--- config.mk ---
export PLATFORM = sky130hd
export DESIGN_NAME = environmental_sensor_compensation
export DESIGN_NICKNAME = d
export VERILOG_FILES = /design/src/rtl/esc_pkg.sv /design/src/rtl/esc_ctrl.sv /design/src/rtl/esc_dp.sv /design/src/rtl/environmental_sensor_compensation.sv
export SDC_FILE = /design/constraint.sdc
export NUM_CORES = 2
export LEC_CHECK = 0
export ABC_CLOCK_PERIOD_IN_PS = 15900
export BUFFER_PORTS_ARGS = -buffer_cell sky130_fd_sc_hd__buf_2
export CELL_PAD_IN_SITES_DETAIL_PLACEMENT = 1
export CELL_PAD_IN_SITES_GLOBAL_PLACEMENT = 1
export CORE_ASPECT_RATIO = 0.75
export CORE_MARGIN = 8
export CORE_UTILIZATION = 45
export DETAILED_ROUTE_END_ITERATION = 7
export GPL_TIMING_DRIVEN = 0
export PLACE_DENSITY_LB_ADDON = 0.1
export SLEW_MARGIN = 20
export SYNTH_ARGS = -nofsm -noshare
export SYNTH_HDL_FRONTEND = slang
export SYNTH_SLANG_ARGS = --single-unit
export TNS_END_PERCENT = 10
--- constraint.sdc ---
create_clock -name clk -period 15.9 [get_ports clk]
set_clock_uncertainty 0.05 [all_clocks]
set_input_delay 1.59 -clock clk [delete_from_list [all_inputs] [get_ports clk]]
set_output_delay 1.59 -clock clk [all_outputs]
set_load 0.01 [all_outputs]
--- src/rtl/esc_pkg.sv ---
// shared types, codes and helpers for the sensor compensation block
// no dependencies
`timescale 1ns / 1ps
`default_nettype none

package esc_pkg;

    localparam int CfgIdxW  = 3;
    localparam int CfgDataW = 64;
    localparam int DivCntW  = 5;

    localparam logic [1:0] CMD_TEMP  = 2'd0;
    localparam logic [1:0] CMD_PRESS = 2'd1;
    localparam logic [1:0] CMD_HUM   = 2'd2;

    localparam logic [CfgIdxW-1:0] REG_TEMP    = 3'd0;
    localparam logic [CfgIdxW-1:0] REG_PRESS_A = 3'd1;
    localparam logic [CfgIdxW-1:0] REG_PRESS_B = 3'd2;
    localparam logic [CfgIdxW-1:0] REG_PRESS_9 = 3'd3;
    localparam logic [CfgIdxW-1:0] REG_HUM     = 3'd4;

    typedef struct packed {
        logic [1:0]  cmd;
        logic [19:0] raw_reading;
    } in_item_t;

    typedef struct packed {
        logic signed [31:0] measurement;
        logic               divide_fault;
    } out_item_t;

    typedef enum logic [5:0] {
        OP_NOP, OP_LOAD,
        OP_T0, OP_T1, OP_T2, OP_T3,
        OP_P0, OP_P1, OP_P2, OP_P3, OP_P4, OP_P5, OP_P6,
        OP_DIV_INIT, OP_DIV_STEP, OP_DIV_END,
        OP_P8, OP_P9, OP_P10, OP_P11,
        OP_H0, OP_H1, OP_H2, OP_H3, OP_H4, OP_H5, OP_H6, OP_H7,
        OP_ZERO, OP_FAULT
    } op_t;

    typedef enum logic [5:0] {
        ST_IDLE,
        ST_T0, ST_T1, ST_T2, ST_T3,
        ST_P0, ST_P1, ST_P2, ST_P3, ST_P4, ST_P5, ST_P6,
        ST_DIV_INIT, ST_DIV, ST_DIV_END,
        ST_P8, ST_P9, ST_P10, ST_P11,
        ST_H0, ST_H1, ST_H2, ST_H3, ST_H4, ST_H5, ST_H6, ST_H7,
        ST_ZERO, ST_FAULT
    } state_t;

    typedef struct packed {
        op_t op;
    } esc_cmd_t;

    typedef struct packed {
        logic div_zero;
    } esc_stat_t;

    // arithmetic shift right of a 32-bit pattern
    function automatic logic [31:0] asr(input logic [31:0] x, input int n);
        return 32'($signed(x) >>> n);
    endfunction

endpackage

`default_nettype wire

--- src/rtl/esc_ctrl.sv ---
// sequencer for the sensor compensation block
// depends on esc_pkg
`timescale 1ns / 1ps
`default_nettype none

module esc_ctrl
    import esc_pkg::*;
(
    input  wire logic       clk,
    input  wire logic       rst_n,
    input  wire logic       in_valid,
    input  wire logic [1:0] in_cmd,
    output logic            in_ready,
    output logic            out_valid,
    input  wire logic       out_ready,
    output esc_cmd_t        ctl,
    input  wire esc_stat_t  stat
);

    state_t state_reg, state_next;
    logic [DivCntW-1:0] cnt_reg, cnt_next;
    logic ov_reg, ov_next;
    logic out_free;
    logic fin;

    assign out_free  = !ov_reg || out_ready;
    assign in_ready  = (state_reg == ST_IDLE);
    assign out_valid = ov_reg;

    always_comb
    begin
        state_next = state_reg;
        cnt_next   = cnt_reg;
        unique case (state_reg)
            ST_IDLE:
            begin
                if (in_valid)
                begin
                    unique case (in_cmd)
                        CMD_TEMP:  state_next = ST_T0;
                        CMD_PRESS: state_next = ST_P0;
                        CMD_HUM:   state_next = ST_H0;
                        default:   state_next = ST_ZERO;
                    endcase
                end
            end
            ST_T0: state_next = ST_T1;
            ST_T1: state_next = ST_T2;
            ST_T2: state_next = ST_T3;
            ST_P0: state_next = ST_P1;
            ST_P1: state_next = ST_P2;
            ST_P2: state_next = ST_P3;
            ST_P3: state_next = ST_P4;
            ST_P4: state_next = ST_P5;
            ST_P5: state_next = ST_P6;
            ST_P6: state_next = stat.div_zero ? ST_FAULT : ST_DIV_INIT;
            ST_DIV_INIT:
            begin
                state_next = ST_DIV;
                cnt_next   = '0;
            end
            ST_DIV:
            begin
                cnt_next = cnt_reg + 1'b1;
                if (cnt_reg == '1)
                    state_next = ST_DIV_END;
            end
            ST_DIV_END: state_next = ST_P8;
            ST_P8:  state_next = ST_P9;
            ST_P9:  state_next = ST_P10;
            ST_P10: state_next = ST_P11;
            ST_H0:  state_next = ST_H1;
            ST_H1:  state_next = ST_H2;
            ST_H2:  state_next = ST_H3;
            ST_H3:  state_next = ST_H4;
            ST_H4:  state_next = ST_H5;
            ST_H5:  state_next = ST_H6;
            ST_H6:  state_next = ST_H7;
            ST_T3, ST_P11, ST_H7, ST_ZERO, ST_FAULT:
            begin
                if (out_free)
                    state_next = ST_IDLE;
            end
            default: state_next = ST_IDLE;
        endcase
    end

    always_comb
    begin
        ctl.op = OP_NOP;
        fin    = 1'b0;
        unique case (state_reg)
            ST_IDLE:     ctl.op = in_valid ? OP_LOAD : OP_NOP;
            ST_T0:       ctl.op = OP_T0;
            ST_T1:       ctl.op = OP_T1;
            ST_T2:       ctl.op = OP_T2;
            ST_P0:       ctl.op = OP_P0;
            ST_P1:       ctl.op = OP_P1;
            ST_P2:       ctl.op = OP_P2;
            ST_P3:       ctl.op = OP_P3;
            ST_P4:       ctl.op = OP_P4;
            ST_P5:       ctl.op = OP_P5;
            ST_P6:       ctl.op = stat.div_zero ? OP_NOP : OP_P6;
            ST_DIV_INIT: ctl.op = OP_DIV_INIT;
            ST_DIV:      ctl.op = OP_DIV_STEP;
            ST_DIV_END:  ctl.op = OP_DIV_END;
            ST_P8:       ctl.op = OP_P8;
            ST_P9:       ctl.op = OP_P9;
            ST_P10:      ctl.op = OP_P10;
            ST_H0:       ctl.op = OP_H0;
            ST_H1:       ctl.op = OP_H1;
            ST_H2:       ctl.op = OP_H2;
            ST_H3:       ctl.op = OP_H3;
            ST_H4:       ctl.op = OP_H4;
            ST_H5:       ctl.op = OP_H5;
            ST_H6:       ctl.op = OP_H6;
            ST_T3:       begin fin = out_free; ctl.op = out_free ? OP_T3 : OP_NOP; end
            ST_P11:      begin fin = out_free; ctl.op = out_free ? OP_P11 : OP_NOP; end
            ST_H7:       begin fin = out_free; ctl.op = out_free ? OP_H7 : OP_NOP; end
            ST_ZERO:     begin fin = out_free; ctl.op = out_free ? OP_ZERO : OP_NOP; end
            ST_FAULT:    begin fin = out_free; ctl.op = out_free ? OP_FAULT : OP_NOP; end
            default:     ctl.op = OP_NOP;
        endcase
    end

    always_comb
    begin
        ov_next = ov_reg;
        if (ov_reg && out_ready)
            ov_next = 1'b0;
        if (fin)
            ov_next = 1'b1;
    end

    always_ff @(posedge clk or negedge rst_n)
    begin
        if (!rst_n)
        begin
            state_reg <= ST_IDLE;
            cnt_reg   <= '0;
            ov_reg    <= 1'b0;
        end
        else
        begin
            state_reg <= state_next;
            cnt_reg   <= cnt_next;
            ov_reg    <= ov_next;
        end
    end

endmodule

`default_nettype wire

--- src/rtl/esc_dp.sv ---
// datapath: coefficient registers, shared multiplier, serial divider
// depends on esc_pkg
`timescale 1ns / 1ps
`default_nettype none

module esc_dp
    import esc_pkg::*;
(
    input  wire logic                cfg_we,
    input  wire logic [CfgIdxW-1:0]  cfg_index,
    input  wire logic [CfgDataW-1:0] cfg_data,
    input  wire logic                clk,
    input  wire logic                rst_n,
    input  wire in_item_t            in_data,
    input  wire esc_cmd_t            ctl,
    output esc_stat_t                stat,
    output out_item_t                out_data
);

    logic [47:0] temp_reg;
    logic [63:0] pa_reg, pb_reg, hum_reg;
    logic [15:0] p9_reg;
    logic [31:0] ft_reg, ft_next;
    logic [19:0] raw_reg;
    logic [31:0] a_reg, a_next, b_reg, b_next, c_reg, c_next, q_reg, q_next;
    logic [31:0] dvd_reg, dvd_next;
    logic [31:0] rem_reg, rem_next;
    logic        flag_reg, flag_next;
    logic [31:0] res_reg, res_next;
    logic        flt_reg, flt_next;
    logic [31:0] mul_a, mul_b, prod;
    logic [31:0] t1, t2, t3, p1, p2, p3, p4, p5, p6, p7, p8, p9;
    logic [31:0] h1, h2, h3, h4, h5, h6;
    logic [31:0] v1c, xc, tmp;
    logic [32:0] rem_sh;

    // coefficient fields
    assign t1 = {16'b0, temp_reg[15:0]};
    assign t2 = {{16{temp_reg[31]}}, temp_reg[31:16]};
    assign t3 = {{16{temp_reg[47]}}, temp_reg[47:32]};
    assign p1 = {16'b0, pa_reg[15:0]};
    assign p2 = {{16{pa_reg[31]}}, pa_reg[31:16]};
    assign p3 = {{16{pa_reg[47]}}, pa_reg[47:32]};
    assign p4 = {{16{pa_reg[63]}}, pa_reg[63:48]};
    assign p5 = {{16{pb_reg[15]}}, pb_reg[15:0]};
    assign p6 = {{16{pb_reg[31]}}, pb_reg[31:16]};
    assign p7 = {{16{pb_reg[47]}}, pb_reg[47:32]};
    assign p8 = {{16{pb_reg[63]}}, pb_reg[63:48]};
    assign p9 = {{16{p9_reg[15]}}, p9_reg};
    assign h1 = {24'b0, hum_reg[7:0]};
    assign h2 = {{16{hum_reg[23]}}, hum_reg[23:8]};
    assign h3 = {24'b0, hum_reg[31:24]};
    assign h4 = {{20{hum_reg[43]}}, hum_reg[43:32]};
    assign h5 = {{20{hum_reg[55]}}, hum_reg[55:44]};
    assign h6 = {{24{hum_reg[63]}}, hum_reg[63:56]};

    assign v1c = asr(ft_reg, 1) - 32'd64000;
    assign xc  = ft_reg - 32'd76800;
    assign prod = mul_a * mul_b;
    assign rem_sh = {rem_reg, dvd_reg[31]};

    assign stat.div_zero = (c_reg == '0);
    assign out_data.measurement  = res_reg;
    assign out_data.divide_fault = flt_reg;

    // operand select for the shared multiplier
    always_comb
    begin
        mul_a = '0;
        mul_b = '0;
        case (ctl.op)
            OP_T0:
            begin
                mul_a = {15'b0, raw_reg[19:3]} - {15'b0, temp_reg[15:0], 1'b0};
                mul_b = t2;
            end
            OP_T1:
            begin
                mul_a = {16'b0, raw_reg[19:4]} - t1;
                mul_b = {16'b0, raw_reg[19:4]} - t1;
            end
            OP_T2:  begin mul_a = b_reg; mul_b = t3; end
            OP_T3:  begin mul_a = ft_reg; mul_b = 32'd5; end
            OP_P0:  begin mul_a = asr(v1c, 2); mul_b = asr(v1c, 2); end
            OP_P1:  begin mul_a = asr(q_reg, 11); mul_b = p6; end
            OP_P2:  begin mul_a = a_reg; mul_b = p5; end
            OP_P3:  begin mul_a = p3; mul_b = asr(q_reg, 13); end
            OP_P4:  begin mul_a = p2; mul_b = a_reg; end
            OP_P5:  begin mul_a = 32'd32768 + c_reg; mul_b = p1; end
            OP_P6:
            begin
                mul_a = (32'd1048576 - {12'b0, raw_reg}) - asr(b_reg, 12);
                mul_b = 32'd3125;
            end
            OP_P8:  begin mul_a = q_reg >> 3; mul_b = q_reg >> 3; end
            OP_P9:  begin mul_a = p9; mul_b = a_reg; end
            OP_P10: begin mul_a = q_reg >> 2; mul_b = p8; end
            OP_H0:  begin mul_a = h5; mul_b = xc; end
            OP_H1:  begin mul_a = q_reg; mul_b = h6; end
            OP_H2:  begin mul_a = q_reg; mul_b = h3; end
            OP_H3:  begin mul_a = b_reg; mul_b = c_reg; end
            OP_H4:  begin mul_a = b_reg; mul_b = h2; end
            OP_H5:  begin mul_a = a_reg; mul_b = b_reg; end
            OP_H6:  begin mul_a = asr(q_reg, 15); mul_b = asr(q_reg, 15); end
            OP_H7:  begin mul_a = c_reg; mul_b = h1; end
            default: ;
        endcase
    end

    always_comb
    begin
        ft_next   = ft_reg;
        a_next    = a_reg;
        b_next    = b_reg;
        c_next    = c_reg;
        q_next    = q_reg;
        dvd_next  = dvd_reg;
        rem_next  = rem_reg;
        flag_next = flag_reg;
        res_next  = res_reg;
        flt_next  = flt_reg;
        tmp       = '0;
        case (ctl.op)
            OP_T0: a_next  = asr(prod, 11);
            OP_T1: b_next  = asr(prod, 12);
            OP_T2: ft_next = a_reg + asr(prod, 14);
            OP_T3:
            begin
                res_next = asr(prod + 32'd128, 8);
                flt_next = 1'b0;
            end
            OP_P0: begin a_next = v1c; q_next = prod; end
            OP_P1: b_next = prod;
            OP_P2: b_next = b_reg + (prod << 1);
            OP_P3:
            begin
                b_next = asr(b_reg, 2) + (p4 << 16);
                c_next = asr(prod, 3);
            end
            OP_P4: c_next = asr(c_reg + asr(prod, 1), 18);
            OP_P5: c_next = asr(prod, 15);
            OP_P6: q_next = prod;
            OP_DIV_INIT:
            begin
                flag_next = q_reg[31];
                dvd_next  = q_reg[31] ? q_reg : (q_reg << 1);
                rem_next  = '0;
            end
            OP_DIV_STEP:
            begin
                // remainder stays below the divisor, so 32 bits hold it
                if (rem_sh >= {1'b0, c_reg})
                begin
                    rem_next = rem_sh[31:0] - c_reg;
                    dvd_next = {dvd_reg[30:0], 1'b1};
                end
                else
                begin
                    rem_next = rem_sh[31:0];
                    dvd_next = {dvd_reg[30:0], 1'b0};
                end
            end
            OP_DIV_END: q_next = flag_reg ? (dvd_reg << 1) : dvd_reg;
            OP_P8:  a_next = prod >> 13;
            OP_P9:  a_next = asr(prod, 12);
            OP_P10: b_next = asr(prod, 13);
            OP_P11:
            begin
                res_next = q_reg + asr(a_reg + b_reg + p7, 4);
                flt_next = 1'b0;
            end
            OP_H0:
            begin
                q_next = xc;
                a_next = asr(({12'b0, raw_reg[15:0], 4'b0} << 10) - (h4 << 20)
                             - prod + 32'd16384, 15);
            end
            OP_H1: b_next = asr(prod, 10);
            OP_H2: c_next = asr(prod, 11) + 32'd32768;
            OP_H3: b_next = asr(prod, 10) + 32'd2097152;
            OP_H4: b_next = asr(prod + 32'd8192, 14);
            OP_H5: q_next = prod;
            OP_H6: c_next = asr(prod, 7);
            OP_H7:
            begin
                tmp = q_reg - asr(prod, 4);
                if (tmp[31])
                    tmp = '0;
                if (tmp > 32'd419430400)
                    tmp = 32'd419430400;
                res_next = tmp >> 12;
                flt_next = 1'b0;
            end
            OP_ZERO:  begin res_next = '0; flt_next = 1'b0; end
            OP_FAULT: begin res_next = '0; flt_next = 1'b1; end
            default: ;
        endcase
    end

    // fine temperature and coefficients are architectural state
    always_ff @(posedge clk or negedge rst_n)
    begin
        if (!rst_n)
        begin
            ft_reg   <= '0;
            temp_reg <= '0;
            pa_reg   <= '0;
            pb_reg   <= '0;
            p9_reg   <= '0;
            hum_reg  <= '0;
        end
        else
        begin
            ft_reg <= ft_next;
            if (cfg_we)
            begin
                unique case (cfg_index)
                    REG_TEMP:    temp_reg <= cfg_data[47:0];
                    REG_PRESS_A: pa_reg   <= cfg_data;
                    REG_PRESS_B: pb_reg   <= cfg_data;
                    REG_PRESS_9: p9_reg   <= cfg_data[15:0];
                    REG_HUM:     hum_reg  <= cfg_data;
                    default: ;
                endcase
            end
        end
    end

    always_ff @(posedge clk)
    begin
        if (ctl.op == OP_LOAD)
            raw_reg <= in_data.raw_reading;
        a_reg    <= a_next;
        b_reg    <= b_next;
        c_reg    <= c_next;
        q_reg    <= q_next;
        dvd_reg  <= dvd_next;
        rem_reg  <= rem_next;
        flag_reg <= flag_next;
        res_reg  <= res_next;
        flt_reg  <= flt_next;
    end

endmodule

`default_nettype wire

--- src/rtl/environmental_sensor_compensation.sv ---
// top level of the environmental sensor compensation block
// depends on esc_pkg, esc_ctrl, esc_dp
//
// usage:
//  - in channel (in_valid/in_ready/in_data) carries one request: a reading
//    kind and a 20-bit raw converter value
//  - out channel (out_valid/out_ready/out_data) returns one result per request:
//    the compensated measurement and a divide fault flag
//  - cfg_we/cfg_index/cfg_data write the calibration words; write only while idle
//  - each request runs its steps in turn through the one shared 32x32
//    multiplier; a pressure request also runs the bit-serial divider, one
//    quotient bit per cycle, unless its divisor is zero
//  - one request is worked at a time; in_ready is high only while the
//    sequencer is idle, and the next request is taken while a result waits
//  - a stalled receiver holds the finished request in its last step until the
//    output register frees up
//  - reset clears coefficients and the stored fine temperature to zero
//  - a pressure request with a zero divisor returns 0 with divide_fault set
`timescale 1ns / 1ps
`default_nettype none

module environmental_sensor_compensation
    import esc_pkg::*;
(
    input  wire logic                clk,
    input  wire logic                rst_n,
    input  wire logic                in_valid,
    output logic                     in_ready,
    input  wire in_item_t            in_data,
    output logic                     out_valid,
    input  wire logic                out_ready,
    output out_item_t                out_data,
    input  wire logic                cfg_we,
    input  wire logic [CfgIdxW-1:0]  cfg_index,
    input  wire logic [CfgDataW-1:0] cfg_data
);

    // command and status between sequencer and datapath
    esc_cmd_t  ctl;
    esc_stat_t stat;

    esc_ctrl u_ctrl (
        .clk       (clk),
        .rst_n     (rst_n),
        .in_valid  (in_valid),
        .in_cmd    (in_data.cmd),
        .in_ready  (in_ready),
        .out_valid (out_valid),
        .out_ready (out_ready),
        .ctl       (ctl),
        .stat      (stat)
    );

    esc_dp u_dp (
        .cfg_we    (cfg_we),
        .cfg_index (cfg_index),
        .cfg_data  (cfg_data),
        .clk       (clk),
        .rst_n     (rst_n),
        .in_data   (in_data),
        .ctl       (ctl),
        .stat      (stat),
        .out_data  (out_data)
    );

endmodule

`default_nettype wire

Word-level counts from Yosys, hierarchy flattened

Index checks and enable logic that the tools add are counted.

Multipliers: 1
Equality and inequality tests: 67
Reduce and logical (&&, ||, !) cells: 30
Muxes and demuxes: 35
Order comparisons: 2
$add $sub $neg: 24

Operators by type and width:

| kind                                                            | count |
|---|---|
| one-hot mux 32 bit (21 select lines)                            | 1 |
| one-hot mux 32 bit (18 select lines)                            | 1 |
| one-hot mux 32 bit (5 select lines)                             | 2 |
| one-hot mux 32 bit (8 select lines)                             | 1 |
| adder 32 bit                                                    | 7 |
| one-hot mux 6 bit (29 select lines)                             | 1 |
| equality test 6 x 5 -> 1 bit, second input constant             | 27 |
| 2-to-1 mux 32 bit                                               | 5 |
| one-hot mux 6 bit (25 select lines)                             | 1 |
| one-hot mux 32 bit (2 select lines)                             | 2 |
| one-hot mux 32 bit (4 select lines)                             | 1 |
| subtractor 32 bit                                               | 4 |
| equality test 6 x 4 -> 1 bit, second input constant             | 16 |
| one-hot mux 32 bit (3 select lines)                             | 1 |
| equality test 6 x 3 -> 1 bit, second input constant             | 8 |
| greater-or-equal comparator 33 x 32 -> 1 bit                    | 1 |
| adder 16 x 32 -> 32 bit, first input constant                   | 1 |
| adder 32 x 14 -> 32 bit, second input constant                  | 1 |
| adder 32 x 15 -> 32 bit, second input constant                  | 1 |
| adder 32 x 8 -> 32 bit, second input constant                   | 1 |
| greater-than comparator 32 x 29 -> 1 bit, second input constant | 1 |
| zero test 32 bit                                                | 1 |
| multiplier 32 x 32 -> 32 bit                                    | 1 |
| subtractor 30 x 32 -> 32 bit                                    | 1 |
| other kinds (44)                                                | 72 |

Input port bits: 94
Word-level logic and storage cells: 178
Output and inout port bits: 35
Register bits after elaboration: 546

Depth between registers and ports, before layout

Depth after elaboration: 14
Mapped depth: 57
Depth with buffers taken out: 54

Cells and area by module

A second synthesis with hierarchy kept.

Cell total of the unflattened synthesis: 6,697
Area, all modules: 60,340.4 µm²

By module, submodules not included:

| module   | seq. area each (µm²) | cells an instance | area each (µm²) | instances |
|---|---|---|---|---|
| esc_dp   | 14,503.9             | 6,571             | 59,365.7        | 1 |
| esc_ctrl | 275.3                | 126               | 974.7           | 1 |

Worst setup path before layout

No wires, ideal clock.

Kind: input port to flip-flop
Start point: in out_ready
End point: reg u_dp.res_reg[12] (data pin)
Buffers on the path: 5
Required time: 15.589 ns
Arrival: 13.391 ns
Library setup time: 0.261 ns
Stages on the path: 44
Path slack: 2.198 ns
Path through: nand3b_1 > o211ai_1 > o2bb2ai_2 > o21ai_1 > buf_2 > buf_4 > clkbuf_1 > a211oi_1 > clkbuf_1 > nor2_1 > fa_1 > inv_1 > fa_1 > fa_1 > fa_1 > inv_1 > fa_1 > inv_1 > [... 8 more ...] > or3_1 > and2_1 > clkbuf_1 > clkinv_1 > ha_1 > and3_1 > a221o_1 > a41oi_1 > maj3_1 > o211ai_1 > maj3_1 > o211ai_1 > and2_1 > and4_1 > o21ai_1 > a22oi_4 > o2111ai_1 > a221o_1

Cells in the longest elaborated chain, start to end: 13
Elaborated cells on any way between the ends: 47
Those cells by class: add/sub: 2; mul: 1; order compare: 1; eq/ne: 25; mux: 12; reduce/logical: 6

Ends and longest elaborated chain:

| item                                                                                                | RTL line                                | text |
|---|---|---|
| start: declaration                                                                                  | environmental_sensor_compensation.sv:31 | `input wire logic out_ready,` |
| logical OR 1 bit *                                                                                  | esc_ctrl.sv:26                          | `assign out_free = !ov_reg \|\| out_ready;` |
| 2-to-1 mux 5 bit (tied with other cells)                                                            | esc_ctrl.sv:121                         | `ST_FAULT: begin fin = out_free; ctl.op = out_free ? OP_FAULT : OP_NOP; end` |
| one-hot mux 6 bit (29 select lines) *                                                               | esc_ctrl.sv:92                          | `unique case (state_reg)` |
| equality test 6 x 3 -> 1 bit (tied with other cells)                                                | esc_dp.sv:71                            | `case (ctl.op)` |
| OR reduction 3 bit (no line) / OR reduction 2 bit (equally long branches)                           | n/a                                     |  |
| one-hot mux 32 bit (18 select lines) / one-hot mux 32 bit (21 select lines) (equally long branches) | esc_dp.sv:71                            |  |
| multiplier 32 x 32 -> 32 bit                                                                        | esc_dp.sv:59                            | `assign prod = mul_a * mul_b;` |
| subtractor 32 bit                                                                                   | esc_dp.sv:186                           | `tmp = q_reg - asr(prod, 4);` |
| 2-to-1 mux 31 bit                                                                                   | esc_dp.sv:187                           | `if (tmp[31])` |
| 2-to-1 mux 32 bit                                                                                   | esc_dp.sv:123                           | `case (ctl.op)` |
| greater-than comparator 32 x 29 -> 1 bit                                                            | esc_dp.sv:189                           | `if (tmp > 32'd419430400)` |
| 2-to-1 mux 32 bit                                                                                   | esc_dp.sv:189                           |  |
| one-hot mux 32 bit (4 select lines) *                                                               | esc_dp.sv:123                           |  |
| net u_dp.res_next[12]                                                                               | esc_dp.sv:29                            | `logic [31:0] res_reg, res_next;` |
| end signal: assignment                                                                              | esc_dp.sv:240                           | `res_reg <= res_next;` |
| end: declaration                                                                                    | esc_dp.sv:29                            |  |

The timed path passes the listed nets; every way through them passes the cells marked *. The select of a mux whose other input is x is not followed.
A chain may end at the register's enable or synchronous reset.

Worst setup path in the final report

Start point: reg u_ctrl.state_reg[3]
End point: reg u_dp.a_reg[21] (data pin)

Cells in the longest elaborated chain, start to end: 9
Elaborated cells on any way between the ends: 62
Those cells by class: add/sub: 2; mul: 1; eq/ne: 50; mux: 4; reduce/logical: 5

Ends and longest elaborated chain:

| item                                                                                                | RTL line        | text |
|---|---|---|
| start: declaration                                                                                  | esc_ctrl.sv:20  | `state_t state_reg, state_next;` |
| start signal: assignment                                                                            | esc_ctrl.sv:145 | `state_reg <= state_next;` |
| equality test 6 x 5 -> 1 bit (tied with other cells)                                                | esc_ctrl.sv:92  |  |
| one-hot mux 6 bit (29 select lines) *                                                               | esc_ctrl.sv:92  |  |
| equality test 6 x 3 -> 1 bit (tied with other cells)                                                | esc_dp.sv:71    |  |
| OR reduction 3 bit (no line) / OR reduction 2 bit (equally long branches)                           | n/a             |  |
| one-hot mux 32 bit (18 select lines) / one-hot mux 32 bit (21 select lines) (equally long branches) | esc_dp.sv:71    |  |
| multiplier 32 x 32 -> 32 bit                                                                        | esc_dp.sv:59    |  |
| subtractor 32 bit                                                                                   | esc_dp.sv:176   | `- prod + 32'd16384, 15);` |
| adder 32 x 15 -> 32 bit                                                                             | esc_dp.sv:176   |  |
| one-hot mux 32 bit (5 select lines) *                                                               | esc_dp.sv:123   |  |
| net u_dp.a_next[21]                                                                                 | esc_dp.sv:25    | `logic [31:0] a_reg, a_next, b_reg, b_next, c_reg, c_next, q_reg, q_next;` |
| end signal: assignment                                                                              | esc_dp.sv:233   | `a_reg <= a_next;` |
| end: declaration                                                                                    | esc_dp.sv:25    |  |

The timed path passes the listed nets; every way through them passes the cells marked *.

==> metrics.yaml <==
cells_and_area:
  fin_nets: 7955
  multi_input_area_sq_um: 42300
  fillCellCount: 15400
  layout.cells.most_common_list: "inv_1, nand2_1, nor2_1"
  area_growth_pct: 12.2
  layout_commonest_cell: "inv_1"
  regArea_sq_um: 14800
  drive_above_1_share: 0.134
synth:
  ys_seq_elements: 542
  yosys_warnings: 0
  synth-async-reset-ratio: 0.552
  syn_area_per_cell_sq_um: 9.04
  ys_seq_area_frac: 0.244
  synth_ff_type: "dfrtp_1"
  synth_edf_count: 243
  synth.cell_area_sq_um: 60400
  synthCells: 6684
  synth_cell_type_count: 110
  synth_nets: 7676
worst_setup_path:
  worstReg2RegStart: "u_ctrl.state_reg[3]"
  cpMostUsedCell: "fa_1"
  required_ns: 16.26
  crit_path_end_kind: "flop"
  rrSetupSlack_ns: -0.25
  crit_type: "flop to flop"
  critical_path_arrival_ns: 16.52
  cp_slowest_stage_delay_ns: 0.75
  critPathTopFamily: "adder cells"
  critPathBufInv: 14
  worst-path-max-fanout: 12
  worstSetupStartpointType: "flop"
  r2r_cells: 45
  r2r-end: "u_dp.a_reg[21]"
  crit_slowest_cell: "clkbuf_1"
sta:
  worst_hold_slack_ns: 0.439
  fmax_mhz: 61.9
  finalMaxSlewViolations: 0
  tightestPinTransition_ns: 1.41
  min_period_over_period: 1.02
  period_needed_ns: 16.15
  slew_headroom: 0.0571
  rsz0062_at_grt: "true"
  setup_violations: 18
  fin_ws_ns: -0.252
  finalHoldViolCount: 0
clock_network:
  cts.sinks: 542
  cts.path.max_buffers: 3
  clk_pin_slew_ns: 0.06
  h-tree-depth: 3
  cts_buffers: 67
  tritoncts: "built"
  insertion_delay_ns: 0.74
  hold_buffers: 0
  cts-root-buf: "clkbuf_16"
min_path:
  whs_path_depth: 2
  worstHoldPathType: "flop to flop"
  min_to: "u_ctrl.cnt_reg[4]"
  hp-start: "u_ctrl.cnt_reg[4]"
detailed_routing:
  drt_iter0_drc: 9730
  vias: 62600
  via_per_inst: 7.08
  met2_length_um: 133000
  drc: 1
  wl_met1_um: 141000
  routed_wl_um: 361000
  drtPass1Iterations: 8
  detail_route.wl_per_cell_um: 40.8
  maxUsedRoutingLayer: "met5"
  wl_met3_um: 61000
  ant_nets: 0
global_routing:
  grt_usage: 0.475
  grt_pass1_vias: 60400
  grt_max_degree: 82
  grt_overflow: 0
  antenna_found_initial: 59
  grt_pass1_wl_um: 489000
die:
  start_util: 0.453
  rows: 116
  core_sq_um: 133000
  chipHeight_um: 333
  fp.dieW_um: 439
  io_pins: 129
  die-area_sq_um: 146000
place:
  dpl.hpwl_um: 294000
  portBuffers: 128
  routabilityCongestion: 1.14
run_status:
  violations: "DRC, setup timing"
  status: "finished with violations"
flow_run:
  drv_cap: 0
[worst register-to-register path, delay by kind of cell (launching register included)]
kind            cells  cell delay [ns]
fa+ha+maj          11             5.01
simple gates        6             2.00
compound gates     12             3.46
buf+inv            14             4.32
xor+xnor            2             0.58
flops               1             0.44
[layer usage]
metal / vias up / track usage
met2: 5249 / 0.609
met3: 1308 / 0.262
li1: 24200 / -
met5: - / 0.0197
met1: 31800 / 0.626
met4: 36 / 0.256
[area by class of cell]
| type | count | share of cell area |
|---|---|---|
| well taps | 1770 | 0.0326 |
| inverters | 753 | 0.0425 |
| clock buffers | 95 | 0.0290 |
| multi-input cells | 5038 | 0.623 |
| plain buffers | 333 | 0.0215 |
| flip-flops and latches | 542 | 0.218 |
| diodes | 52 | 0.00192 |
| repair buffers | 228 | 0.0274 |
| clock inverters | 26 | 0.00376 |
[cells in the mapped netlist, types with 54 or more instances]
cell type  number  area (sq um)
a21o_1         85           638
a21oi_1       303          1520
a221oi_1       68           596
a22oi_1       121           908
and2_1         54           338
clkbuf_1      288          1080
dfrtp_1       299          7480
edfxtp_1      243          7300
fa_1          453          9070
ha_1          445          5570
inv_1         742          2790
mux2_2        249          2800
mux2i_1        97           971
nand2_1       613          2300
nand2b_1       67           419
nand3_1       129           646
nor2_1        520          1950
nor3_1        102           510
o21ai_0       306          1530
xnor2_1       275          2410
xor2_1        110           963
[worst max-delay path by stage]
stage	slack, ns	depth (start not counted)	startpoint	to
3_3_place_gp	-5.72	43	out_ready	u_dp.a_reg[15]
5_1_grt	-0.06	51	u_dp.raw_reg[5]	u_dp.a_reg[21]
4_1_cts	0.005	44	out_ready	u_dp.a_reg[21]
3_5_place_dp	-2.43	48	out_ready	u_dp.res_reg[10]
6_report	-0.25	45	u_ctrl.state_reg[3]	u_dp.a_reg[21]
2_1_floorplan	2.20	44	out_ready	u_dp.res_reg[12]
[kinds of logic (layout without fill, tap and decap cells)]
family	count (synthesis)	count (layout)	synth area share
other	0	52	0
AOI/OAI and AO/OA	1530	1530	0.176
adders and majority gates	906	906	0.243
DFF	542	542	0.244
and+or+nand+nor	1863	1863	0.145
xor gates and xnor gates	393	393	0.0587
muxes	346	346	0.0624
buffers and inverters	1104	1435	0.0698
[metrics by stage]
| step | utilization | std cells | setup WS [ns] | TNS [ns] | instance area (sq um) |
|---|---|---|---|---|---|
| after detailed placement | 0.484 | 8645 | -2.43 | -113.56 | 64600 |
| after floorplan | - | 6684 | 2.20 | 0 | 60400 |
| after CTS | 0.504 | 8766 | 0.00461 | 0 | 67200 |
| after global routing | 0.508 | 8789 | -0.0584 | -0.121 | 67700 |
| after global placement | 0.475 | 8582 | -5.72 | -552.74 | 63300 |
| final | 0.509 | 8837 | -0.252 | -1.68 | 67800 |
[repair_timing]
| item | CTS | global route |
|---|---|---|
| pin swaps | 0 | 12 |
| setup endpoints to repair | 88 | 83 |
| endpoints found under the hold margin | 0 | 0 |
| buffers inserted | 7 | 29 |
| resized for setup | 94 | 136 |
Power is not shown: default switching activity piles up to over one toggle a cycle in this logic, so the estimate is an artifact.
